File: src/design/assert_macros.svh
// shared assertion helpers for the extended gcd block
`ifndef ASSERT_MACROS_SVH
`define ASSERT_MACROS_SVH

// same-cycle implication, held off during reset
`define CHK_IMPLY(lbl, c, r, pre, post) \
  lbl: assert property (@(posedge c) disable iff (r) (pre) |-> (post)) \
    else $error("%m: implication check failed");

// next-cycle implication, held off during reset
`define CHK_NEXT(lbl, c, r, pre, post) \
  lbl: assert property (@(posedge c) disable iff (r) (pre) |=> (post)) \
    else $error("%m: next-cycle check failed");

`endif

File: src/design/egcd_pkg.sv
`default_nettype none

package egcd_pkg;

  // default operand width
  localparam int unsigned OPERAND_WIDTH = 32;

  // result status codes
  localparam logic [1:0] ST_OK    = 2'd0;
  localparam logic [1:0] ST_NOSOL = 2'd1;
  localparam logic [1:0] ST_MZERO = 2'd2;

  // request modes; the spare code is handled as plain extended gcd
  localparam logic [1:0] MODE_GCD   = 2'd0;
  localparam logic [1:0] MODE_INV   = 2'd1;
  localparam logic [1:0] MODE_LIN   = 2'd2;
  localparam logic [1:0] MODE_SPARE = 2'd3;

  // commands from controller to datapath
  typedef enum logic [3:0] {
    CMD_NONE,
    CMD_LOAD,
    CMD_ALIGN,
    CMD_DESC,
    CMD_DIV_XM,
    CMD_DIV_BG,
    CMD_TAKE_INV,
    CMD_TAKE_BG,
    CMD_TAKE_MG,
    CMD_TAKE_XN,
    CMD_MUL,
    CMD_FIN_MUL,
    CMD_FIN_ZERO,
    CMD_FIN_NOSOL,
    CMD_FIN_MZERO,
    CMD_OUT
  } cmd_t;

  // datapath status back to controller
  typedef struct packed {
    logic r1_zero;
    logic align_ok;
    logic k_zero;
    logic div_done;
    logic g_one;
    logic m_zero;
    logic rem_zero;
    logic qm_zero;
    logic mode_inv;
    logic mode_lin;
    logic out_free;
  } dp_status_t;

endpackage

`default_nettype wire

File: src/design/egcd_div.sv
`default_nettype none

module egcd_div #(
  parameter int unsigned OPERAND_WIDTH = egcd_pkg::OPERAND_WIDTH
) (
  input  wire logic                       clk,
  input  wire logic                       rst,
  input  wire logic                       start,
  input  wire logic [OPERAND_WIDTH:0]     dividend,
  input  wire logic [OPERAND_WIDTH-1:0]   divisor,
  output logic      [OPERAND_WIDTH-1:0]   quotient,
  output logic      [OPERAND_WIDTH-1:0]   remainder,
  output logic                            done
);

  localparam int unsigned W  = OPERAND_WIDTH;
  localparam int unsigned CW = $clog2(W + 1);

  logic [W:0]    dvd;
  logic [W:0]    quo;
  logic [W:0]    rem;
  logic [W-1:0]  dsr;
  logic [CW-1:0] cnt;
  logic          busy;
  logic [W:0]    rem_sh;
  logic          ge;

  // one restoring step: bring in next dividend bit, trial subtract
  assign rem_sh = {rem[W-1:0], dvd[W]};
  assign ge     = rem_sh >= {1'b0, dsr};

  always_ff @(posedge clk) begin
    if (rst) begin
      busy <= 1'b0;
      done <= 1'b0;
    end else if (start) begin
      busy <= 1'b1;
      done <= 1'b0;
    end else if (busy && cnt == CW'(W)) begin
      busy <= 1'b0;
      done <= 1'b1;
    end
  end

  // shift registers of the divider
  always_ff @(posedge clk) begin
    if (start) begin
      dvd <= dividend;
      dsr <= divisor;
      rem <= '0;
      quo <= '0;
      cnt <= '0;
    end else if (busy) begin
      rem <= ge ? (rem_sh - {1'b0, dsr}) : rem_sh;
      quo <= {quo[W-1:0], ge};
      dvd <= {dvd[W-1:0], 1'b0};
      cnt <= cnt + 1'b1;
    end
  end

  assign quotient  = quo[W-1:0];
  assign remainder = rem[W-1:0];

endmodule

`default_nettype wire

File: src/design/egcd_dp.sv
`default_nettype none

module egcd_dp #(
  parameter int unsigned OPERAND_WIDTH = egcd_pkg::OPERAND_WIDTH
) (
  input  wire logic                              clk,
  input  wire logic                              rst,
  input  wire egcd_pkg::cmd_t                    cmd,
  output egcd_pkg::dp_status_t                   dp_status,
  input  wire logic [1:0]                        req_type,
  input  wire logic [OPERAND_WIDTH-1:0]          operand_a,
  input  wire logic [OPERAND_WIDTH-1:0]          operand_b,
  input  wire logic [OPERAND_WIDTH-1:0]          modulus,
  output logic                                   out_valid,
  input  wire logic                              out_ready,
  output logic [OPERAND_WIDTH-1:0]               gcd_value,
  output logic signed [OPERAND_WIDTH+1:0]        coef_x,
  output logic signed [OPERAND_WIDTH+1:0]        coef_y,
  output logic [OPERAND_WIDTH-1:0]               answer,
  output logic [1:0]                             status
);

  import egcd_pkg::*;

  localparam int unsigned W  = OPERAND_WIDTH;
  localparam int unsigned C  = W + 2;
  localparam int unsigned KW = $clog2(W);

  // request registers
  logic [1:0]   mode_r;
  logic [W-1:0] b_r;
  logic [W-1:0] m_r;

  // euclid state
  logic [W-1:0]          r0, r1;
  logic [W:0]            d;
  logic [KW-1:0]         k;
  logic signed [C-1:0]   s0, s1, t0, t1;

  // post-processing registers
  logic [W-1:0] bq, nmod, pm, acc, qm;
  logic [W-1:0] ans_r;
  logic [1:0]   st_r;

  // euclid step logic
  logic                align_ok, sub_ok;
  logic [W-1:0]        r_new;
  logic signed [C-1:0] ds, dt, s_new, t_new;

  assign align_ok = {d[W-1:0], 1'b0} <= {1'b0, r0};
  assign sub_ok   = d <= {1'b0, r0};
  assign r_new    = sub_ok ? (r0 - d[W-1:0]) : r0;
  assign ds       = s1 <<< k;
  assign dt       = t1 <<< k;
  assign s_new    = sub_ok ? (s0 - ds) : s0;
  assign t_new    = sub_ok ? (t0 - dt) : t0;

  // magnitude of x for reduction
  logic [C-1:0] s0_u, x_abs;
  assign s0_u  = s0;
  assign x_abs = s0[C-1] ? (~s0_u + 1'b1) : s0_u;

  // shared divider
  logic         div_start, div_done;
  logic [W:0]   div_dvd;
  logic [W-1:0] div_dsr, div_quo, div_rem;

  always_comb begin
    div_start = 1'b0;
    div_dvd   = x_abs[W:0];
    div_dsr   = m_r;
    case (cmd)
      CMD_DIV_XM: begin
        div_start = 1'b1;
      end
      CMD_DIV_BG: begin
        div_start = 1'b1;
        div_dvd   = {1'b0, b_r};
        div_dsr   = r0;
      end
      CMD_TAKE_BG: begin
        div_start = 1'b1;
        div_dvd   = {1'b0, m_r};
        div_dsr   = r0;
      end
      CMD_TAKE_MG: begin
        div_start = 1'b1;
        div_dsr   = div_quo;
      end
      default: begin
        div_start = 1'b0;
      end
    endcase
  end

  egcd_div #(.OPERAND_WIDTH(W)) u_div (
    .clk       (clk),
    .rst       (rst),
    .start     (div_start),
    .dividend  (div_dvd),
    .divisor   (div_dsr),
    .quotient  (div_quo),
    .remainder (div_rem),
    .done      (div_done)
  );

  // signed reduction of x into [0, n)
  logic [W-1:0] smod_n, smod_res;
  assign smod_n   = (cmd == CMD_TAKE_XN) ? nmod : m_r;
  assign smod_res = (s0[C-1] && div_rem != '0) ? (smod_n - div_rem) : div_rem;

  // modular add and double for the multiply
  logic [W:0] sum_acc, sum_dbl;
  logic [W:0] n_ext;
  assign n_ext   = {1'b0, nmod};
  assign sum_acc = {1'b0, acc} + {1'b0, pm};
  assign sum_dbl = {1'b0, pm} + {1'b0, pm};

  logic [W:0] acc_red, dbl_red;
  assign acc_red = (sum_acc >= n_ext) ? (sum_acc - n_ext) : sum_acc;
  assign dbl_red = (sum_dbl >= n_ext) ? (sum_dbl - n_ext) : sum_dbl;

  // working registers, steered by the controller
  always_ff @(posedge clk) begin
    case (cmd)
      CMD_LOAD: begin
        mode_r <= req_type;
        b_r    <= operand_b;
        m_r    <= modulus;
        r0     <= operand_a;
        if (req_type == MODE_INV || req_type == MODE_LIN) begin
          r1 <= modulus;
          d  <= {1'b0, modulus};
        end else begin
          r1 <= operand_b;
          d  <= {1'b0, operand_b};
        end
        k  <= '0;
        s0 <= C'(1);
        s1 <= '0;
        t0 <= '0;
        t1 <= C'(1);
      end
      CMD_ALIGN: begin
        d <= {d[W-1:0], 1'b0};
        k <= k + 1'b1;
      end
      CMD_DESC: begin
        if (k != '0) begin
          r0 <= r_new;
          s0 <= s_new;
          t0 <= t_new;
          d  <= d >> 1;
          k  <= k - 1'b1;
        end else begin
          r0 <= r1;
          r1 <= r_new;
          s0 <= s1;
          s1 <= s_new;
          t0 <= t1;
          t1 <= t_new;
          d  <= {1'b0, r_new};
        end
      end
      CMD_TAKE_INV: begin
        ans_r <= smod_res;
        st_r  <= ST_OK;
      end
      CMD_TAKE_BG: begin
        bq <= div_quo;
      end
      CMD_TAKE_MG: begin
        nmod <= div_quo;
      end
      CMD_TAKE_XN: begin
        pm  <= smod_res;
        acc <= '0;
        qm  <= bq;
      end
      CMD_MUL: begin
        if (qm[0]) begin
          acc <= acc_red[W-1:0];
        end
        pm <= dbl_red[W-1:0];
        qm <= qm >> 1;
      end
      CMD_FIN_MUL: begin
        ans_r <= acc;
        st_r  <= ST_OK;
      end
      CMD_FIN_ZERO: begin
        ans_r <= '0;
        st_r  <= ST_OK;
      end
      CMD_FIN_NOSOL: begin
        ans_r <= '0;
        st_r  <= ST_NOSOL;
      end
      CMD_FIN_MZERO: begin
        ans_r <= '0;
        st_r  <= ST_MZERO;
      end
      default: begin
      end
    endcase
  end

  // output register
  always_ff @(posedge clk) begin
    if (rst) begin
      out_valid <= 1'b0;
    end else if (cmd == CMD_OUT) begin
      out_valid <= 1'b1;
    end else if (out_ready) begin
      out_valid <= 1'b0;
    end
  end

  always_ff @(posedge clk) begin
    if (cmd == CMD_OUT) begin
      gcd_value <= r0;
      coef_x    <= s0;
      coef_y    <= t0;
      answer    <= ans_r;
      status    <= st_r;
    end
  end

  // status to controller
  always_comb begin
    dp_status.r1_zero  = r1 == '0;
    dp_status.align_ok = align_ok;
    dp_status.k_zero   = k == '0;
    dp_status.div_done = div_done;
    dp_status.g_one    = r0 == W'(1);
    dp_status.m_zero   = m_r == '0;
    dp_status.rem_zero = div_rem == '0;
    dp_status.qm_zero  = qm == '0;
    dp_status.mode_inv = mode_r == MODE_INV;
    dp_status.mode_lin = mode_r == MODE_LIN;
    dp_status.out_free = !out_valid || out_ready;
  end

endmodule

`default_nettype wire

File: src/design/egcd_ctrl.sv
`default_nettype none

module egcd_ctrl (
  input  wire logic                 clk,
  input  wire logic                 rst,
  input  wire logic                 in_valid,
  output logic                      in_ready,
  input  wire egcd_pkg::dp_status_t dp_status,
  output egcd_pkg::cmd_t            cmd
);

  import egcd_pkg::*;

  typedef enum logic [10:0] {
    S_IDLE  = 11'b000_0000_0001,
    S_CHECK = 11'b000_0000_0010,
    S_ALIGN = 11'b000_0000_0100,
    S_DESC  = 11'b000_0000_1000,
    S_POST  = 11'b000_0001_0000,
    S_INV_W = 11'b000_0010_0000,
    S_BG_W  = 11'b000_0100_0000,
    S_MG_W  = 11'b000_1000_0000,
    S_XN_W  = 11'b001_0000_0000,
    S_MUL   = 11'b010_0000_0000,
    S_DONE  = 11'b100_0000_0000
  } state_t;

  state_t state, state_next;

  assign in_ready = state == S_IDLE;

  always_ff @(posedge clk) begin
    if (rst) begin
      state <= S_IDLE;
    end else begin
      state <= state_next;
    end
  end

  // next state and command
  always_comb begin
    state_next = state;
    cmd        = CMD_NONE;
    unique case (state)
      S_IDLE: begin
        if (in_valid) begin
          cmd        = CMD_LOAD;
          state_next = S_CHECK;
        end
      end
      // euclid loop: stop once the remainder is zero
      S_CHECK: begin
        state_next = dp_status.r1_zero ? S_POST : S_ALIGN;
      end
      S_ALIGN: begin
        if (dp_status.align_ok) begin
          cmd = CMD_ALIGN;
        end else begin
          state_next = S_DESC;
        end
      end
      S_DESC: begin
        cmd = CMD_DESC;
        if (dp_status.k_zero) begin
          state_next = S_CHECK;
        end
      end
      // pick the follow-up work by mode
      S_POST: begin
        state_next = S_DONE;
        if (!dp_status.mode_inv && !dp_status.mode_lin) begin
          cmd = CMD_FIN_ZERO;
        end else if (dp_status.m_zero) begin
          cmd = CMD_FIN_MZERO;
        end else if (dp_status.mode_inv) begin
          if (!dp_status.g_one) begin
            cmd = CMD_FIN_NOSOL;
          end else begin
            cmd        = CMD_DIV_XM;
            state_next = S_INV_W;
          end
        end else begin
          cmd        = CMD_DIV_BG;
          state_next = S_BG_W;
        end
      end
      S_INV_W: begin
        if (dp_status.div_done) begin
          cmd        = CMD_TAKE_INV;
          state_next = S_DONE;
        end
      end
      S_BG_W: begin
        if (dp_status.div_done) begin
          if (!dp_status.rem_zero) begin
            cmd        = CMD_FIN_NOSOL;
            state_next = S_DONE;
          end else begin
            cmd        = CMD_TAKE_BG;
            state_next = S_MG_W;
          end
        end
      end
      S_MG_W: begin
        if (dp_status.div_done) begin
          cmd        = CMD_TAKE_MG;
          state_next = S_XN_W;
        end
      end
      S_XN_W: begin
        if (dp_status.div_done) begin
          cmd        = CMD_TAKE_XN;
          state_next = S_MUL;
        end
      end
      // shift-and-add modular multiply
      S_MUL: begin
        if (dp_status.qm_zero) begin
          cmd        = CMD_FIN_MUL;
          state_next = S_DONE;
        end else begin
          cmd = CMD_MUL;
        end
      end
      S_DONE: begin
        if (dp_status.out_free) begin
          cmd        = CMD_OUT;
          state_next = S_IDLE;
        end
      end
      default: begin
        state_next = S_IDLE;
      end
    endcase
  end

endmodule

`default_nettype wire

File: src/design/extended_gcd_modular_inverse_top.sv
// Extended gcd / modular inverse / linear congruence unit.
// Input channel (in_valid/in_ready) takes one request beat: req_type, operand_a,
// operand_b and modulus. Output channel (out_valid/out_ready) returns one beat
// per request: gcd_value, coef_x, coef_y, answer and status.
// One request is worked on at a time. The Euclid loop runs on a shift-subtract
// datapath. The inverse adds one pass of the serial divider; the congruence
// adds three divider passes and up to OPERAND_WIDTH modular multiply steps.
// in_ready is high only while the unit is idle; a finished result sits in the
// output register, so the next request is taken while the receiver stalls,
// and that request holds in its final state until the output register frees.
// Synchronous reset returns the controller to idle and drops out_valid.
`default_nettype none

`include "assert_macros.svh"

module extended_gcd_modular_inverse_top #(
  parameter int unsigned OPERAND_WIDTH = egcd_pkg::OPERAND_WIDTH
) (
  input  wire logic                          clk,
  input  wire logic                          rst,
  input  wire logic                          in_valid,
  output logic                               in_ready,
  input  wire logic [1:0]                    req_type,
  input  wire logic [OPERAND_WIDTH-1:0]      operand_a,
  input  wire logic [OPERAND_WIDTH-1:0]      operand_b,
  input  wire logic [OPERAND_WIDTH-1:0]      modulus,
  output logic                               out_valid,
  input  wire logic                          out_ready,
  output logic [OPERAND_WIDTH-1:0]           gcd_value,
  output logic signed [OPERAND_WIDTH+1:0]    coef_x,
  output logic signed [OPERAND_WIDTH+1:0]    coef_y,
  output logic [OPERAND_WIDTH-1:0]           answer,
  output logic [1:0]                         status
);

  import egcd_pkg::*;

  cmd_t       cmd;
  dp_status_t dp_status;

  // sequencer
  egcd_ctrl u_ctrl (
    .clk       (clk),
    .rst       (rst),
    .in_valid  (in_valid),
    .in_ready  (in_ready),
    .dp_status (dp_status),
    .cmd       (cmd)
  );

  // arithmetic and result registers
  egcd_dp #(.OPERAND_WIDTH(OPERAND_WIDTH)) u_dp (
    .clk       (clk),
    .rst       (rst),
    .cmd       (cmd),
    .dp_status (dp_status),
    .req_type  (req_type),
    .operand_a (operand_a),
    .operand_b (operand_b),
    .modulus   (modulus),
    .out_valid (out_valid),
    .out_ready (out_ready),
    .gcd_value (gcd_value),
    .coef_x    (coef_x),
    .coef_y    (coef_y),
    .answer    (answer),
    .status    (status)
  );

  // checks
  `CHK_NEXT(a_busy_after_beat, clk, rst, in_valid && in_ready, !in_ready)
  `CHK_IMPLY(a_status_code, clk, rst, out_valid,
             status == ST_OK || status == ST_NOSOL || status == ST_MZERO)
  `CHK_IMPLY(a_answer_zero, clk, rst, out_valid && status != ST_OK, answer == '0)
  `CHK_IMPLY(a_mzero_coef, clk, rst, out_valid && status == ST_MZERO,
             coef_x == 1 && coef_y == 0)

endmodule

`default_nettype wire

File: config.mk
export PLATFORM = sky130hd
export DESIGN_NAME = extended_gcd_modular_inverse_top
export DESIGN_NICKNAME = d
export VERILOG_FILES = /design/src/design/egcd_pkg.sv /design/src/design/egcd_div.sv /design/src/design/egcd_dp.sv /design/src/design/egcd_ctrl.sv /design/src/design/extended_gcd_modular_inverse_top.sv
export VERILOG_INCLUDE_DIRS = /design/src /design/src/design
export SDC_FILE = /design/constraint.sdc
export NUM_CORES = 2
export LEC_CHECK = 0
export BUFFER_PORTS_ARGS = -buffer_cell sky130_fd_sc_hd__buf_4
export CAP_MARGIN = 20
export CORE_AREA = 2 2 324 326
export DETAILED_ROUTE_END_ITERATION = 10
export DIE_AREA = 0 0 326 328
export PLACE_DENSITY = 0.73
export SLEW_MARGIN = 20
export SYNTH_ARGS = -nofsm -noshare
export SYNTH_HDL_FRONTEND = slang
export SYNTH_SLANG_ARGS = --single-unit
export TNS_END_PERCENT = 20
File: constraint.sdc
create_clock -name clk -period 9.24 [get_ports clk]
set_input_delay 1.386 -clock clk [delete_from_list [all_inputs] [get_ports clk]]
set_output_delay 1.386 -clock clk [all_outputs]
set_load 0.005 [all_outputs]
* After elaboration in Yosys (flattened, before gate mapping)
Cells that the tools add are included.
** Word-level totals
- Flip-flop bits (word level) :: 781
- Word-level logic and storage cells :: 201
- Output and inout port bits :: 136
** Cells by class
- Multiplexer cells :: 72
- Shift-type cells :: 2
- Add/subtract/negate cells :: 13
- Bitwise logic cells :: 1
- Eq/ne operators :: 44
- Magnitude comparators :: 5
- Reduce and logical (&&, ||, !) cells :: 32
** Operators by type and width (count)
- 32-bit 2-to-1 mux :: 12
- 32-bit case mux with 2 select lines :: 6
- 34-bit case mux with 2 select lines :: 4
- 34-bit 2-to-1 mux :: 6
- 32-bit subtractor :: 5
- 11-bit 2-to-1 mux :: 14
- 32-bit zero test :: 4
- 11-bit case mux with 11 select lines :: 1
- 33-bit by 32-bit >= comparator with 1-bit output :: 3
- 33-bit 2-to-1 mux :: 3
- 33-bit case mux with 3 select lines :: 1
- 32-bit case mux with 3 select lines :: 1
- 34-bit by 5-bit <<< shifter with 34-bit output :: 2
- 34-bit subtractor :: 2
- 32-bit by 32-bit adder with 33-bit output :: 2
- 33-bit by 32-bit <= comparator with 1-bit output :: 2
- 33-bit case mux with 2 select lines :: 1
- 4-bit case mux with 10 select lines :: 1
- 4-bit 2-to-1 mux :: 9
- 33-bit by 1-bit adder with 33-bit output (second input constant) :: 1
- 33-bit NOT :: 1
- 32-bit by 1-bit equality test with 1-bit output (second input constant) :: 1
- 4-bit equality test (second input constant) :: 8
- 32-bit nonzero test :: 1
- 40 further kinds :: 78

* Longest topological paths before layout
- Word-level depth :: 11
- Mapped depth :: 24

* Hierarchy
Synthesis repeated with hierarchy kept, for this count alone.
** Second synthesis, totals
- Cells, all modules :: 5551
- Area, all modules :: 52829.4 um2
** By module, submodules not included
- egcd_dp :: cells each 4669, area an instance 44446.4 um2, instances 1
- egcd_div :: cells each 741, area an instance 7378.3 um2, instances 1
- egcd_ctrl :: cells each 141, area an instance 1004.7 um2, instances 1

* Worst setup path after synthesis
Ideal clock, no wire load.
- Kind :: input -> register
- Start :: in in_valid
- End :: reg u_dp.pm[0] (enable)
- Slack :: 0.953 ns
- Data required time :: 8.542 ns
- Stages on the path :: 7
- Arrival :: 7.589 ns
- Setup time :: 0.698 ns
- Cells stage by stage :: a21oi_1 nor2_1 a2111oi_0 nand2_1 nor3_2 o21ai_2 nand2b_1
** On the way
- Cells in the longest elaborated chain, start to end :: 4
- Elaborated cells on any way between the ends :: 5
- Those cells by class :: eq/ne: 2; mux: 2; reduce/logical: 1
** Ends and longest elaborated chain
- start: declaration :: line extended_gcd_modular_inverse_top.sv:21 : input wire logic in_valid,
- 1-bit 2-to-1 mux * :: line egcd_ctrl.sv:46 : if (in_valid) begin
- 4-bit case mux with 10 select lines * :: line egcd_ctrl.sv:44 : unique case (state)
- 4-bit equality test :: line egcd_dp.sv:125 : case (cmd)
- 2-bit nonzero test (no line) *
- end signal: assignment :: line egcd_dp.sv:176 : pm <= smod_res;
- end signal: assignment :: line egcd_dp.sv:184 : pm <= dbl_red[W-1:0];
- end: declaration :: line egcd_dp.sv:41 : logic [W-1:0] bq, nmod, pm, acc, qm;
Mark *: on every way between the ends. The rest lies on a longest branch, timed or not.
A chain may end at the register's enable or synchronous reset.

* Final worst setup path
- Start :: reg u_dp.acc[1]
- End :: reg u_dp.acc[0] (data pin)
** On the way
- Cells in the longest elaborated chain, start to end :: 5
** Ends and longest elaborated chain
- start: declaration :: line egcd_dp.sv:41
- start signal: assignment :: line egcd_dp.sv:182 : acc <= acc_red[W-1:0];
- 32-bit by 32-bit adder with 33-bit output :: line egcd_dp.sv:116 : assign sum_acc = {1'b0, acc} + {1'b0, pm};
- 33-bit by 32-bit >= comparator with 1-bit output :: line egcd_dp.sv:120 : assign acc_red = (sum_acc >= n_ext) ? (sum_acc - n_ext) : sum_acc;
- 32-bit 2-to-1 mux :: line egcd_dp.sv:120
- 32-bit 2-to-1 mux :: line egcd_dp.sv:181 : if (qm[0]) begin
- 32-bit case mux with 2 select lines :: line egcd_dp.sv:125
No other way between the ends. The select of a mux whose other input is x is not followed.

==> flow_summary.ini <==
[die]
design.die.area_um2 = 107000
floorplan.die.width_um = 326
floorplan.initialDensity_pct = 49.9
core.rowCount = 118
floorplan.io_pins = 238
die_height_um = 328
core_ar_um2 = 103000

[synth]
yosysSeqAreaShare_pct = 43.9
synth_area_um2 = 51500
netlist_instances = 5297
synth.avg_cell_area_um2 = 9.72
async_flop_share_pct = 0
synth_ff_type = sky130_fd_sc_hd__edfxtp_1
netlist-cell-type-count = 91
synth_warnings = 0
yosysTopAreaCellShare_pct = 40.7
synth_top_cells_by_area = sky130_fd_sc_hd__edfxtp_1 (41%), sky130_fd_sc_hd__ha_1 (7.9%), sky130_fd_sc_hd__a21oi_1 (4.7%)
yosys_register_bits = 781
syn_nets = 5734
synth-edff-count = 697
yosys.area.top_type = sky130_fd_sc_hd__edfxtp_1

[clocking]
post_cts.resized_instances = 0
cts_root_buf = sky130_fd_sc_hd__clkbuf_16
cts.sink_count = 781
post-cts-setup-buffer-count = 0
clkSlewWorstSetupHoldPaths_ns = 0.06
tritoncts = built
clock_latency_ns = 0.70
htree_num_levels = 3
tritoncts.num_buffers = 86
cts_max_path_buffers = 3
cts_hold_repair.buffers = 0

[critical_path]
sort_of_element_at_the_start_of_the_critical_path = flop
worstSetupPathType = reg -> reg
setup.worst_path.end_class = flop
r2r_cells = 19
cp_cell_sequence = ha_1 -> a21o_1 -> a21oi_1 -> nor4b_1 -> nor3_1 -> a211oi_1 -> or3_1 -> a221o_1 -> a21oi_1 -> xnor2_1 -> ha_1 -> nand3_1 -> o21ai_0 -> a21o_1 -> a311oi_1 -> o21a_1 -> or2_2 -> nand3_1 -> and3_1
cp_max_fo = 34
critPathMaxStageDelay_ns = 0.61
reg2reg_slack_ns = 3.25
timing.critical_path.slowest_stage_cell = sky130_fd_sc_hd__or2_2
critical-path-top-delay-family = simple AND/OR/NAND/NOR gates
regToRegStartpoint = u_dp.acc[1]$_SDFFCE_PN0P_
worstReg2RegEnd = u_dp.acc[0]$_SDFFCE_PN0P_
worstPathRequired_ns = 9.67
crit_arrival_ns = 6.42
critical_path.n_buffers_inverters = 0

[drt]
drt.antenna.violating_nets = 0
routed_wl_um = 167000
highest-signal-layer = met5
met2RoutedLength_um = 73700
firstDrtPassIters = 6
remaining_drc_errors = 0
viasPerCell = 6.36
wl_per_cell_um = 24.3
wirelength_met1_um = 67200
dr.first_iter.drc_count = 5546
routed-wl-met3_um = 17900
detailroute.via_count = 43800

[sta]
final.setup_skew_ns = 0.0481
maxClockFrequency_ghz = 0.167
worst_pin_slew_ns = 1.19
timing.final.hold_violations = 0
post-route-period-util_pct = 64.8
setup_ws_ns = 3.25
timing.final.crit_period_ns = 5.99
grt_setup_unrepaired = no
setup_viol = 0
setup_total_negative_slack_ns = 0
hold_ws_ns = 0.410
drv_slew = 0
maxSlewHeadroom_pct = 20.6

[grt]
overflow = 0
number_of_global_route_vias_before_repair = 41000
groute.usage.overall_pct = 30.5
grt_pass1_wl_um = 251000
antenna_found_initial = 5
grt_max_degree = 135

[finish]
area_growth_syn_to_layout_pct = 11.8
num-nets-final = 5863
layout_common_cells = sky130_fd_sc_hd__edfxtp_1 (697), sky130_fd_sc_hd__nand2_1 (546), sky130_fd_sc_hd__nor2_1 (540), sky130_fd_sc_hd__a21oi_1 (485), sky130_fd_sc_hd__ha_1 (326)
layout-drive-gt1-share_pct = 11.0
layout.cells.most_common = sky130_fd_sc_hd__edfxtp_1
post-route-util_pct = 55.8
diodes = 0
n_fill_cell = 8941

[power_and_ir_drop]
power.share.sequential_pct = 32.2
fin_total_pwr_mw = 16.8
power_density_nw_per_um2 = 292
pwr-share-comb_pct = 45.3
clock_power_share_pct = 22.5
cellInternalPower_mw = 9.76
cellLeakagePower_nw = 23.2
swShare_pct = 42.0
net-switching-power_mw = 7.06
vdd_drop_max_mv = 0.220

[min_path]
timing.hold.worst_path_depth = 0
hold_path_end = u_dp.answer[21]$_DFFE_PP_
worstHoldStart = u_dp.ans_r[21]$_DFFE_PP_
hold_class = reg -> reg

[placement]
total_of_buffers_placed_on_input_and_output_ports = 237
gp_routability_congestion = 0.994
dpl.hpwl_um = 122000
dp_worst_setup_slack_ns = 3.34

[outcome]
status = finished, final reports clean

[job]
max_cap_violations = 0
synthesized netlist by cell type, types with 34 or more instances:
master                     instances
sky130_fd_sc_hd__edfxtp_1        697
sky130_fd_sc_hd__nand2_1         548
sky130_fd_sc_hd__nor2_1          545
sky130_fd_sc_hd__a21oi_1         486
sky130_fd_sc_hd__ha_1            326
sky130_fd_sc_hd__o21ai_0         320
sky130_fd_sc_hd__inv_1           249
sky130_fd_sc_hd__mux2i_1         178
sky130_fd_sc_hd__clkbuf_1        176
sky130_fd_sc_hd__a21o_1          166
sky130_fd_sc_hd__xnor2_1         132
sky130_fd_sc_hd__a211oi_1        104
sky130_fd_sc_hd__xor2_1          100
sky130_fd_sc_hd__nand3_1          97
sky130_fd_sc_hd__dfxtp_1          84
sky130_fd_sc_hd__nor3_1           71
sky130_fd_sc_hd__a31oi_1          61
sky130_fd_sc_hd__nand2b_1         60
sky130_fd_sc_hd__a221oi_1         51
sky130_fd_sc_hd__nor4_1           51
sky130_fd_sc_hd__mux4_2           49
sky130_fd_sc_hd__nor2b_1          47
sky130_fd_sc_hd__o21a_1           46
sky130_fd_sc_hd__nand4_1          45
sky130_fd_sc_hd__mux2_2           42
sky130_fd_sc_hd__and3_1           40
sky130_fd_sc_hd__buf_2            39
sky130_fd_sc_hd__a22oi_1          38
sky130_fd_sc_hd__o21bai_1         34
final cells by class:
type / count / area, um^2 / area share [%]
clock inverters: 56 / 731 / 1.27
flip-flops and latches: 781 / 22600 / 39.3
clock buffers: 105 / 2340 / 4.06
repair buffers: 294 / 2220 / 3.86
well taps: 1380 / 1730 / 3.00
multi-input cells: 4011 / 27000 / 46.9
inverters: 252 / 951 / 1.65
how the worst max path moves through the flow:
| stage | slack, ns | depth (start not counted) | startpoint | end |
|---|---|---|---|---|
| detailed placement | 3.34 | 19 | u_dp.acc[1]$_SDFFCE_PN0P_ | u_dp.acc[31]$_SDFFCE_PN0P_ |
| CTS | 3.33 | 19 | u_dp.acc[1]$_SDFFCE_PN0P_ | u_dp.acc[0]$_SDFFCE_PN0P_ |
| global placement | 3.42 | 19 | u_dp.pm[1]$_DFFE_PP_ | u_dp.acc[31]$_SDFFCE_PN0P_ |
| finish | 3.25 | 19 | u_dp.acc[1]$_SDFFCE_PN0P_ | u_dp.acc[0]$_SDFFCE_PN0P_ |
| floorplan | 0.95 | 7 | in_valid | u_dp.pm[0]$_DFFE_PP_ |
| global route | 2.85 | 19 | u_dp.pm[1]$_DFFE_PP_ | u_dp.acc[0]$_SDFFCE_PN0P_ |
sequential cells by signal, summed over array words and instances (netlist names), 33 cells and up:
register	cells
u_dp.t1	34
u_dp.u_div.dvd	33
u_dp.coef_y	34
u_dp.coef_x	34
u_dp.d	33
u_dp.s1	34
u_dp.s0	34
u_dp.t0	34
power groups by stage:
stage | Clock (mW) | Sequential [mW] | Combinational (mW)
floorplan | 0 | 5.04 | 5.65
global placement | 0 | 5.43 | 7.32
detailed placement | 0 | 5.43 | 7.42
CTS | 3.82 | 5.37 | 7.49
global route | 3.95 | 5.44 | 8.37
finish | 3.78 | 5.42 | 7.62
metrics by stage:
step / area, um^2 / cells
2_1_floorplan: 51500 / 5297
3_3_place_gp: 54500 / 6718
3_5_place_dp: 54500 / 6718
4_1_cts: 57600 / 6879
5_1_grt: 57600 / 6879
6_report: 57600 / 6879
layer usage:
| layer | vias up | GRT usage, % |
|---|---|---|
| li1 | 19900 | - |
| met1 | 21000 | 41.6 |
| met2 | 2420 | 47.0 |
| met3 | 393 | 6.17 |
| met4 | 4 | 13.9 |
| met5 | - | 0 |
cells by family (layout without fill, tap and decap cells):
group | count (synthesis) | in the layout | synth area share (%)
buffers and inverters | 505 | 707 | 3.94
AND/OR/NAND/NOR | 1644 | 1644 | 14.6
XOR/XNOR | 232 | 232 | 3.95
flip-flops | 781 | 781 | 43.9
other | 1 | 1 | 0.00728
multiplexers | 269 | 269 | 6.52
adder cells (fa/ha/maj) | 335 | 335 | 8.27
AO/OA/AOI/OAI | 1530 | 1530 | 18.8
No activity file was read; power rests on OpenSTA's default activity.
